[config.mk]
export PLATFORM = sky130hd
export DESIGN_NAME = awsm_isqrt
export DESIGN_NICKNAME = d
export VERILOG_FILES = /design/src/ackermann_wheel_speed_mixer_top_macros.svh /design/src/awsm_pkg.sv /design/src/awsm_isqrt.sv
export SDC_FILE = /design/constraint.sdc
export NUM_CORES = 2
export LEC_CHECK = 0
export BUFFER_PORTS_ARGS = -buffer_cell sky130_fd_sc_hd__buf_2
export CORE_MARGIN = 5
export CORE_UTILIZATION = 50
export CTS_CLUSTER_DIAMETER = 40
export DETAILED_ROUTE_END_ITERATION = 16
export GPL_TIMING_DRIVEN = 0
export HOLD_SLACK_MARGIN = 0.08
export PLACE_DENSITY = 0.65
export SETUP_SLACK_MARGIN = 0.4
export SYNTH_ARGS = -nofsm -noshare
export SYNTH_HDL_FRONTEND = slang
export SYNTH_SLANG_ARGS = --single-unit
[constraint.sdc]
create_clock -name clk -period 8.6 [get_ports clk]
set_clock_uncertainty 0.15 [all_clocks]
set_input_delay 0.43 -clock clk [delete_from_list [all_inputs] [get_ports clk]]
set_output_delay 0.43 -clock clk [all_outputs]
set_load 0.02 [all_outputs]
[src/ackermann_wheel_speed_mixer_top_macros.svh]
// ----------------------------------------------------------------------------
// Assertion macros for the wheel speed mixer
// Concurrent checks clocked on clk, disabled while arst_n is low.
// ----------------------------------------------------------------------------
`ifndef ACKERMANN_WHEEL_SPEED_MIXER_TOP_MACROS_SVH
`define ACKERMANN_WHEEL_SPEED_MIXER_TOP_MACROS_SVH

// expression holds at every edge
`define AWSM_CHECK(lbl, expr) \
	lbl: assert property (@(posedge clk) disable iff (!arst_n) (expr)) \
		else $error("awsm check failed");

// same-cycle implication
`define AWSM_IMPLIES(lbl, ante, cons) \
	lbl: assert property (@(posedge clk) disable iff (!arst_n) (ante) |-> (cons)) \
		else $error("awsm implication failed");

// next-cycle implication
`define AWSM_NEXT(lbl, ante, cons) \
	lbl: assert property (@(posedge clk) disable iff (!arst_n) (ante) |=> (cons)) \
		else $error("awsm next-cycle check failed");

`endif

[src/awsm_pkg.sv]
// ----------------------------------------------------------------------------
// awsm_pkg
// Widths, reset values and register codes of the wheel speed mixer.
// ----------------------------------------------------------------------------
package awsm_pkg;

	localparam int SPEED_WIDTH_DEF = 16;
	localparam int IN_W            = 16;
	localparam int REAR_W          = 17;
	localparam int FRAC_W          = 12;
	localparam int SQ_W            = 64;
	localparam int ROOT_W          = SQ_W / 2;
	localparam int FRONT_W         = ROOT_W - FRAC_W;
	localparam int LIM_W           = 15;
	localparam int GAIN_W          = 16;
	localparam int DIR_W           = 4;
	localparam int MAP_W           = 8;
	localparam int NUM_WHEELS      = 4;
	localparam int ADDR_W          = 4;
	localparam int DATA_W          = 32;

	localparam logic [LIM_W-1:0]  SPEED_LIMIT_RST  = 15'd1000;
	localparam logic [GAIN_W-1:0] LATERAL_GAIN_RST = 16'd4096;
	localparam logic [DIR_W-1:0]  DIR_MASK_RST     = 4'd0;
	localparam logic [MAP_W-1:0]  CHAN_MAP_RST     = 8'd228;

	localparam logic [1:0] REG_SPEED_LIMIT  = 2'd0;
	localparam logic [1:0] REG_LATERAL_GAIN = 2'd1;
	localparam logic [1:0] REG_DIR_MASK     = 2'd2;
	localparam logic [1:0] REG_CHAN_MAP     = 2'd3;

endpackage

[src/awsm_isqrt.sv]
// ----------------------------------------------------------------------------
// awsm_isqrt
// Pipelined integer square root, one result bit per stage, with sideband tag.
// ----------------------------------------------------------------------------
module awsm_isqrt #(
	parameter int XW = awsm_pkg::SQ_W,
	parameter int TW = 1
) (
	input  logic            clk,
	input  logic            arst_n,
	input  logic            en,
	input  logic            in_valid,
	input  logic [XW-1:0]   x,
	input  logic [TW-1:0]   in_tag,
	output logic            out_valid,
	output logic [XW/2-1:0] root,
	output logic [TW-1:0]   out_tag
);
	localparam int RW = XW / 2;

	logic [XW-1:0] x_sk   [0:RW];
	logic [XW-1:0] r_sk   [0:RW];
	logic [TW-1:0] tag_sk [0:RW];
	logic          v_sk   [0:RW];

	always_comb begin
		x_sk[0]   = x;
		r_sk[0]   = '0;
		tag_sk[0] = in_tag;
		v_sk[0]   = in_valid;
	end

	for (genvar k = 0; k < RW; k++) begin : g_step
		localparam logic [XW-1:0] B = XW'(1) << (XW - 2 - 2 * k);
		logic [XW-1:0] rb;
		logic          ge;

		always_comb begin
			rb = r_sk[k] + B;
			ge = (x_sk[k] >= rb);
		end

		always_ff @(posedge clk or negedge arst_n) begin
			if (!arst_n) begin
				v_sk[k+1] <= 1'b0;
			end else if (en) begin
				v_sk[k+1] <= v_sk[k];
			end
		end

		always_ff @(posedge clk) begin
			if (en) begin
				x_sk[k+1]   <= ge ? (x_sk[k] - rb) : x_sk[k];
				r_sk[k+1]   <= ge ? ((r_sk[k] >> 1) + B) : (r_sk[k] >> 1);
				tag_sk[k+1] <= tag_sk[k];
			end
		end
	end

	assign out_valid = v_sk[RW];
	assign root      = r_sk[RW][RW-1:0];
	assign out_tag   = tag_sk[RW];

endmodule

==> flow_summary.yaml <==
status:
  status: "finished, final reports clean"
worst_setup_path:
  cp_max_fo: 10
  crit_path_start_kind: "register"
  path_cells: "inv_1 -> ha_1 -> nor2b_1 -> o31a_1 -> a2111oi_0 -> o21ai_0 -> o21ai_0 -> o211ai_1 -> nor2_1 -> clkinv_1 -> clkbuf_1 -> nor2_1 -> a21oi_1"
  critical_path_buf_inv_count: 3
  r2r_setup_slack_ps: 3140
  critical-path-slowest-cell: "a2111oi_0"
  max_stage_delay_ps: 830
  critical_path.top_delay_family: "compound AO/OA/AOI/OAI gates"
  arrival_ps: 5910
  critical_path_class: "register to register"
  setup.worst_path.end_class: "register"
  required_ps: 9060
layout:
  layout.cells.non_filler: 14200
  synthToLayoutAreaGrowth_pct: 15.2
  drive_gt1_share_pct: 8.74
  nets: 11200
  finalCoreUtilization_pct: 58.0
  nFillCells: 19700
floorplan:
  die-area_sq_um: 258000
  die_y_microns: 508
  dieWidth_microns: 508
  core_sq_um: 246000
  initial_core_util_pct: 50.3
  io-pin-count: 103
  fp-row-count: 182
logic_synthesis:
  postSynthAreaPerCell_sq_um: 12.5
  async_reset_ff_share_pct: 1.24
  synth-xor-area-share_pct: 6.28
  synth_nets: 10500
  ys_top_cells_by_area: "edfxtp_1 (62%), ha_1 (5.6%), xnor2_1 (3.4%)"
  synth_area_sq_um: 124000
  synthAdderAreaFrac_pct: 5.64
  synth-simple-area-share_pct: 12.3
  synth_flop_cell: "edfxtp_1"
  synth_edf_count: 2544
  synth_top_family_by_area: "simple AND/OR/NAND/NOR gates"
  synth_compound_area_share_pct: 9.49
  synth_top_area_cell: "edfxtp_1"
  yosysWarnings: 0
  yosysMostFrequentCell: "edfxtp_1"
  synthCells: 9918
  netlist.area_leader.share_pct: 61.7
  synth_common_cells: "edfxtp_1 (2544), a21oi_1 (738), nor2_1 (731)"
  muxShareOfSynthArea_pct: 1.08
  seq_area_frac_synth_pct: 62.3
  synth_cell_types: 95
  yosys_register_bits: 2576
placement:
  io_buffers: 102
  placed_cells: 13300
  hpwl_mm: 256
  preCtsSetupSlack_ps: 3290
  place_congestion: 0.946
clock_network:
  h-tree-depth: 5
  cts_root_buffer: "clkbuf_16"
  clockBufferDepth: 4
  clock_sinks: 2576
  tritoncts: "done"
  clk_latency_ps: 960
  clk_pin_slew_ps: 60
  numCtsBuffers: 371
timing:
  max_freq_mhz: 183
  maxSlewViolCount: 0
  worst_pin_slew_ps: 1380
  tns_ps: 0
  min_period_over_period_pct: 63.4
  rsz0062_at_grt: "false"
  setup_viol: 0
  slew_headroom_pct: 7.05
  period_needed_ps: 5460
  setup_ws_ps: 3140
  hold_viol_final: 0
global_route:
  grt_first_pass_wirelength_mm: 499
  use_met3_pct: 3.36
  busiest_layer: "met2"
  grt_usage_pct: 25.5
  overflow: 0
  antenna_found_initial: 9
  grt_util_met1_pct: 29.4
  grt_max_degree: 195
  use_met2_pct: 46.2
  grt_pass1_vias: 81000
power_and_ir_drop:
  p_leak_nw: 53.7
  peakVddDrop_mv: 0.201
  p_total_mw: 40.7
  power_density_nw_per_um2: 285
routing:
  drt-total-wl_mm: 337
  post-route-drc-count: 0
  drt_iter0_drc: 6983
  viasPerCell: 5.80
  wl_per_cell_microns: 23.8
  drt_first_pass_iters: 6
  vias: 82100
  drtAntennaViolNets: 0
worst_hold_path:
  hold_path.class: "primary input to register"
job:
  cap_violations: 0
[power breakdown]
group	internal, mW	total [mW]	switching [mW]	leakage (nW)
clock	9.27	15.0	5.73	5.99
sequential	16.0	17.5	1.54	24.9
combinational	3.24	8.13	4.89	22.9
[cell type report]
| cell class | instances | area [sq um] | share of cell area, % |
|---|---|---|---|
| Sequential cell | 2576 | 77200 | 54.1 |
| Multi-Input combinational cell | 6404 | 43100 | 30.2 |
| Clock buffer | 410 | 9500 | 6.66 |
| Tap cell | 3312 | 4140 | 2.90 |
| Clock inverter | 257 | 2850 | 1.99 |
| Inverter | 710 | 2670 | 1.87 |
| Timing Repair Buffer | 253 | 2320 | 1.63 |
| Buffer | 228 | 935 | 0.655 |
| Antenna cell | 7 | 17.5 | 0.0123 |
[state kept, by name, summed over array words and instances, names as in the netlist]
signal and flops:
out_valid 1, out_tag 1, tag_sk 31, root 32, v_sk 31, r_sk 496
x_sk 1984
[cells by family (layout without fill, tap and decap cells)]
family | Yosys count | count (layout)
XOR/XNOR | 888 | 888
AND/OR/NAND/NOR | 2928 | 2928
other | 0 | 7
multiplexers | 120 | 120
AO/OA/AOI/OAI | 1910 | 1910
flip-flops | 2576 | 2576
adder cells (fa/ha/maj) | 558 | 558
buffers and inverters | 938 | 1858
[per-layer routing]
metal  up-vias  share of wire, %
met5         -                 0
met4         0               6.0
met3       789               4.8
met2      2686                52
met1     40100                37
li1      38600                 -
[cell usage in the layout (no fill, tap or decap), drive strengths merged, types with 46 or more instances in the layout]
cell            n
nor4b          57
dlygate4sd3   133
and3           50
o21bai         65
or4            93
nor3          276
nand2b         99
o31ai          46
edfxtp       2544
xnor2         480
nor2b          80
a31oi          48
nand4         173
o21ai         385
buf           150
o21a          105
o211ai         54
a21oi         738
clkbuf        608
nand2         545
a21o          214
clkinv        117
mux2          113
xor2          408
nand3         171
nor2          731
inv           782
nor4          336
ha            558
or3            95
[per-stage QoR]
stage	hold WS, ps	cell area, sq um
after global placement	252	129000
after floorplan	-15.6	124000
after detailed placement	255	129000
final	183	143000
after CTS	144	143000
after global routing	139	143000
[worst min-delay path: stages]
cell	delay [ps]
dlygate4sd3_1	530
buf_2	100
mux2_2	130
[worst paths after layout]
| check | startpoint | to | cells past startpoint |
|---|---|---|---|
| worst max-delay path | r_sk[330] | x_sk[282] | 13 |
| worst min-delay path | in_valid | v_sk[31] | 3 |
| worst max register to register | r_sk[330] | x_sk[282] | 13 |
| worst min register to register | r_sk[876] | r_sk[811] | 0 |
| max in group asynchronous | arst_n | v_sk[29] | 4 |
| min in group asynchronous | arst_n | out_valid | 4 |
[what timing repair did]
action                    4_1_cts  5_1_grt
setup buffers                   0        0
hold buffers                  134        0
hold endpoints to repair      212        0
resized for setup               0        0
Note: power is estimated with default switching activity, not from simulation.
