--- config.mk ---
export PLATFORM = sky130hd
export DESIGN_NAME = awsm_div
export DESIGN_NICKNAME = d
export VERILOG_FILES = /design/src/ackermann_wheel_speed_mixer_top_macros.svh /design/src/awsm_pkg.sv /design/src/awsm_div.sv
export SDC_FILE = /design/constraint.sdc
export NUM_CORES = 1
export LEC_CHECK = 0
export BUFFER_PORTS_ARGS = -buffer_cell sky130_fd_sc_hd__buf_2
export CORE_MARGIN = 1.5
export CORE_UTILIZATION = 57
export CTS_CLUSTER_DIAMETER = 80
export DETAILED_ROUTE_END_ITERATION = 6
export PLACE_DENSITY = 0.81
export SYNTH_ARGS = -nofsm -noshare
export SYNTH_HDL_FRONTEND = slang
export SYNTH_SLANG_ARGS = --single-unit
--- constraint.sdc ---
create_clock -name clk -period 3.04 [get_ports clk]
set_input_delay 0.456 -clock clk [delete_from_list [all_inputs] [get_ports clk]]
set_output_delay 0.456 -clock clk [all_outputs]
set_load 0.1 [all_outputs]
--- src/ackermann_wheel_speed_mixer_top_macros.svh ---
// ----------------------------------------------------------------------------
// Assertion macros for the wheel speed mixer
// Concurrent checks clocked on clk, disabled while arst_n is low.
// ----------------------------------------------------------------------------
`ifndef ACKERMANN_WHEEL_SPEED_MIXER_TOP_MACROS_SVH
`define ACKERMANN_WHEEL_SPEED_MIXER_TOP_MACROS_SVH

// expression holds at every edge
`define AWSM_CHECK(lbl, expr) \
	lbl: assert property (@(posedge clk) disable iff (!arst_n) (expr)) \
		else $error("awsm check failed");

// same-cycle implication
`define AWSM_IMPLIES(lbl, ante, cons) \
	lbl: assert property (@(posedge clk) disable iff (!arst_n) (ante) |-> (cons)) \
		else $error("awsm implication failed");

// next-cycle implication
`define AWSM_NEXT(lbl, ante, cons) \
	lbl: assert property (@(posedge clk) disable iff (!arst_n) (ante) |=> (cons)) \
		else $error("awsm next-cycle check failed");

`endif

--- src/awsm_pkg.sv ---
// ----------------------------------------------------------------------------
// awsm_pkg
// Widths, reset values and register codes of the wheel speed mixer.
// ----------------------------------------------------------------------------
package awsm_pkg;

	localparam int SPEED_WIDTH_DEF = 16;
	localparam int IN_W            = 16;
	localparam int REAR_W          = 17;
	localparam int FRAC_W          = 12;
	localparam int SQ_W            = 64;
	localparam int ROOT_W          = SQ_W / 2;
	localparam int FRONT_W         = ROOT_W - FRAC_W;
	localparam int LIM_W           = 15;
	localparam int GAIN_W          = 16;
	localparam int DIR_W           = 4;
	localparam int MAP_W           = 8;
	localparam int NUM_WHEELS      = 4;
	localparam int ADDR_W          = 4;
	localparam int DATA_W          = 32;

	localparam logic [LIM_W-1:0]  SPEED_LIMIT_RST  = 15'd1000;
	localparam logic [GAIN_W-1:0] LATERAL_GAIN_RST = 16'd4096;
	localparam logic [DIR_W-1:0]  DIR_MASK_RST     = 4'd0;
	localparam logic [MAP_W-1:0]  CHAN_MAP_RST     = 8'd228;

	localparam logic [1:0] REG_SPEED_LIMIT  = 2'd0;
	localparam logic [1:0] REG_LATERAL_GAIN = 2'd1;
	localparam logic [1:0] REG_DIR_MASK     = 2'd2;
	localparam logic [1:0] REG_CHAN_MAP     = 2'd3;

endpackage

--- src/awsm_div.sv ---
// ----------------------------------------------------------------------------
// awsm_div
// Pipelined restoring divider, one quotient bit per stage, with sideband tag.
// The quotient is valid when num < den * 2^QW.
// ----------------------------------------------------------------------------
module awsm_div #(
	parameter int DW = awsm_pkg::FRONT_W,
	parameter int QW = awsm_pkg::LIM_W,
	parameter int TW = 1
) (
	input  logic             clk,
	input  logic             arst_n,
	input  logic             en,
	input  logic             in_valid,
	input  logic [DW+QW-1:0] num,
	input  logic [DW-1:0]    den,
	input  logic [TW-1:0]    in_tag,
	output logic             out_valid,
	output logic [QW-1:0]    quot,
	output logic [TW-1:0]    out_tag
);
	localparam int NW = DW + QW;

	logic [DW-1:0] rem_sk [0:QW];
	logic [QW-1:0] nlo_sk [0:QW];
	logic [QW-1:0] q_sk   [0:QW];
	logic [DW-1:0] den_sk [0:QW];
	logic [TW-1:0] tag_sk [0:QW];
	logic          v_sk   [0:QW];

	always_comb begin
		rem_sk[0] = num[NW-1:QW];
		nlo_sk[0] = num[QW-1:0];
		q_sk[0]   = '0;
		den_sk[0] = den;
		tag_sk[0] = in_tag;
		v_sk[0]   = in_valid;
	end

	for (genvar k = 0; k < QW; k++) begin : g_step
		logic [DW:0] t;
		logic [DW:0] diff;
		logic        ge;

		always_comb begin
			t    = {rem_sk[k], nlo_sk[k][QW-1]};
			diff = t - {1'b0, den_sk[k]};
			ge   = (t >= {1'b0, den_sk[k]});
		end

		always_ff @(posedge clk or negedge arst_n) begin
			if (!arst_n) begin
				v_sk[k+1] <= 1'b0;
			end else if (en) begin
				v_sk[k+1] <= v_sk[k];
			end
		end

		always_ff @(posedge clk) begin
			if (en) begin
				rem_sk[k+1] <= ge ? diff[DW-1:0] : t[DW-1:0];
				nlo_sk[k+1] <= {nlo_sk[k][QW-2:0], 1'b0};
				q_sk[k+1]   <= {q_sk[k][QW-2:0], ge};
				den_sk[k+1] <= den_sk[k];
				tag_sk[k+1] <= tag_sk[k];
			end
		end
	end

	assign out_valid = v_sk[QW];
	assign quot      = q_sk[QW];
	assign out_tag   = tag_sk[QW];

endmodule

==> results.sh <==
export IMPL_antenna_left=0
export IMPL_avgSynthCellArea_sq_um=12.08
export IMPL_cts_path_max_buffers=3
export IMPL_post_dp_hpwl_mm=66.39
export IMPL_layout_setup_ws_ns=-1.121
export IMPL_maxSlewHeadroom=0.2923
export IMPL_clkTransAtPathRegs_ns=0.06
export IMPL_nets=4561
export IMPL_finalClockSkew_ns=0.1020
export IMPL_drtPass1Iterations=7
export IMPL_grt_max_degree=95
export IMPL_hold_path_class="in -> reg"
export IMPL_grt_pass1_vias=31304
export IMPL_worstPathRequired_ns=3.48
export IMPL_ys_types=79
export IMPL_dieArea_sq_um=75800
export IMPL_die_y_um=275.3
export IMPL_rsz0062_at_grt="true"
export IMPL_critical_path_startpoint="g_step[7].t[1]$_DFFE_PP_"
export IMPL_synth_cells=3499
export IMPL_ir_drop_mv=0.6461
export IMPL_post_synth_top_count_cell="edfxtp_1"
export IMPL_insertion_delay_ns=0.74
export IMPL_first_iter_violations=2539
export IMPL_hold_ws_ns=0.06416
export IMPL_arrival_ns=4.60
export IMPL_grt_ovfl_total=0
export IMPL_startpoint_type="register"
export IMPL_period_share=1.369
export IMPL_grt_use_met2=0.5259
export IMPL_yosysWarnings=0
export IMPL_num_rows=99
export IMPL_critical_path_endpoint="g_step[8].t[19]$_DFFE_PP_"
export IMPL_numCtsBuffers=86
export IMPL_dp_slack_ns=-0.5092
export IMPL_power_density_nw_per_um2=1075
export IMPL_critical_path_class="reg -> reg"
export IMPL_cts_tree="done"
export IMPL_cp_end_kind="register"
export IMPL_finalCoreUtilization=0.7325
export IMPL_synth_top_area_cell="edfxtp_1"
export IMPL_reg2reg_depth=14
export IMPL_io_pin_count=77
export IMPL_ys_top_cells_by_area="edfxtp_1 (57%), ha_1 (8.9%), inv_1 (3.4%), a21oi_1 (2.6%), xnor2_1 (2.5%)"
export IMPL_start_util=0.5774
export IMPL_power_leakage_uw=0.02268
export IMPL_placed_area_sq_um=47060
export IMPL_use_met1=0.2273
export IMPL_period_minus_slack_ns=4.161
export IMPL_hold_depth=2
export IMPL_syn_num_nets=3873
export IMPL_core_area_sq_um=73210
export IMPL_ff2ff_setup_slack_ns=-1.12
export IMPL_fillers=4352
export IMPL_grt_usage=0.2650
export IMPL_grt_busiest_layer="met2"
export IMPL_clockRootBuffer="clkbuf_16"
export IMPL_port_buffers=76
export IMPL_drt_wl_total_mm=113.5
export IMPL_die_x_um=275.3
export IMPL_hold_viol_final=0
export IMPL_cts_sink_count=815
export IMPL_status="finished, violations left"
export IMPL_htreeDepth=3
export IMPL_grt_use_met3=0.03863
export IMPL_cp_max_fo=3
export IMPL_synth_area_sq_um=42270
export IMPL_final_area_sq_um=53620
export IMPL_ys_top_cells_by_count="edfxtp_1 (800), inv_1 (383), ha_1 (300)"
export IMPL_gp_congestion=0.9244
export IMPL_slew_viol_final=0
export IMPL_grt_pass1_wl_mm=155.9
export IMPL_rr_endpoint="g_step[8].t[19]$_DFFE_PP_"
export IMPL_area_delta_synth_final_pct=26.86
export IMPL_seq_area_frac_synth=0.5772
export IMPL_final_layout_size_suffix_gt1_frac=0.2802
export IMPL_num_vias=31131
export IMPL_fin_tns_setup_ns=-52.19
export IMPL_ys_ff_latch=815
export IMPL_drc=7
export IMPL_finalSetupViolations=151
export IMPL_synth_async_reset_ratio=0.01840
export IMPL_synth_top_area_share=0.5683
export IMPL_avgRoutedWirePerCell_um=21.79
export IMPL_maxCapViolCount=0
export IMPL_violations="DRC, setup timing"
export IMPL_synth_edf_count=800
export IMPL_synth_top_flop_cell="edfxtp_1"
export IMPL_max_freq_mhz=240.3
export IMPL_antenna_found_initial=3
export IMPL_rr_startpoint="g_step[7].t[1]$_DFFE_PP_"
export IMPL_worstMarginPinSlew_ns=1.050
export IMPL_routed_via_density=5.975
-- sequential cells by signal (all words and copies together), names as in the netlist --
name,cells
den_sk,280
g_step.t,294
nlo_sk,91
out_tag,1
out_valid,1
q_sk,105
quot,15
tag_sk,14
v_sk,14
-- metrics by stage --
| step | total power (uW) | cells |
|---|---|---|
| finish | 57620 | 5210 |
| global route | 60160 | 5209 |
| CTS | 53450 | 5153 |
| detailed placement | 39990 | 4857 |
| global placement | 39090 | 4857 |
| floorplan | 32120 | 3499 |
-- logic make-up after synthesis --
group / after synthesis / synth area share
adder cells (fa/ha/maj): 314 / 0.09543
flip-flops: 815 / 0.5772
AO/OA/AOI/OAI: 835 / 0.1234
multiplexers: 129 / 0.03549
XOR/XNOR: 214 / 0.04434
buffers and inverters: 479 / 0.04473
AND/OR/NAND/NOR: 713 / 0.07939
-- cell usage in the layout, fill, tap and decap left out, drive strengths merged, types with 9 or more instances in the layout --
| master | instances |
|---|---|
| edfxtp | 800 |
| buf | 653 |
| inv | 392 |
| ha | 300 |
| nand2 | 270 |
| o21ai | 253 |
| a21oi | 217 |
| nor2 | 141 |
| a21o | 125 |
| xnor2 | 121 |
| mux2 | 116 |
| clkbuf | 106 |
| xor2 | 93 |
| nand3 | 68 |
| nor2b | 45 |
| clkinv | 42 |
| nand2b | 38 |
| nand4 | 37 |
| dlygate4sd3 | 34 |
| nor3 | 34 |
| o21a | 29 |
| a31oi | 29 |
| o31ai | 29 |
| o21bai | 26 |
| and3 | 19 |
| a21boi | 16 |
| dfrtp | 15 |
| a211oi | 14 |
| fa | 14 |
| a211o | 13 |
| mux2i | 13 |
| o211ai | 12 |
| and2 | 12 |
| or2 | 9 |
-- where the power goes --
group	total [uW]	leakage, uW	internal (uW)	switching [uW]
logic	29900	0.0134	14600	15200
registers	17700	0.00801	16100	1560
clock network	10100	0.00129	5420	4630
-- critical path, cell delays in order (launching register included) --
cell and delay, ns:
edfxtp_1 0.45, buf_4 0.15, buf_4 0.11, inv_1 0.05, fa_1 0.44, nor2b_1 0.14
o21ai_1 0.13, a21boi_2 0.29, o21ai_1 0.28, nand2b_1 0.23, a41oi_2 0.19, o21ai_0 0.86
a21oi_1 0.28, xor2_1 0.26, o21ai_2 0.09
-- cell type report --
class,count,area (sq um),share of cell area
Tap cell,959,1200,0.02238
Inverter,387,1465,0.02732
Timing Repair Buffer,691,5919,0.1104
Multi-Input combinational cell,2206,18010,0.3359
Clock inverter,49,412.9,0.007700
Clock buffer,102,2212,0.04125
Sequential cell,815,24400,0.4550
Antenna cell,1,2.502,0.00004667
-- worst min path at each step --
stage,from,slack (ns),end
2_1_floorplan,arst_n,0.16,out_valid$_DFFE_PN0P_
3_3_place_gp,arst_n,0.37,out_valid$_DFFE_PN0P_
3_5_place_dp,arst_n,0.37,out_valid$_DFFE_PN0P_
4_1_cts,den[2],0.05,den_sk[282]$_DFFE_PP_
5_1_grt,den[0],0.05,den_sk[280]$_DFFE_PP_
6_report,den[2],0.06,den_sk[282]$_DFFE_PP_
-- metal layers --
metal | vias to the layer above | wire [um]
li1 | 14168 | -
met1 | 14879 | 35210
met2 | 1414 | 60910
met3 | 666 | 6184
met4 | 4 | 11170
met5 | - | 34
-- what timing repair did --
action,4_1_cts,5_1_grt
resized for setup,238,269
hold buffers,34,0
gates cloned,13,6
pin swaps,91,129
endpoints found under the setup margin,207,265
hold endpoints to repair,48,0
buffers inserted,103,66
Power figures use the tool's default switching activity.
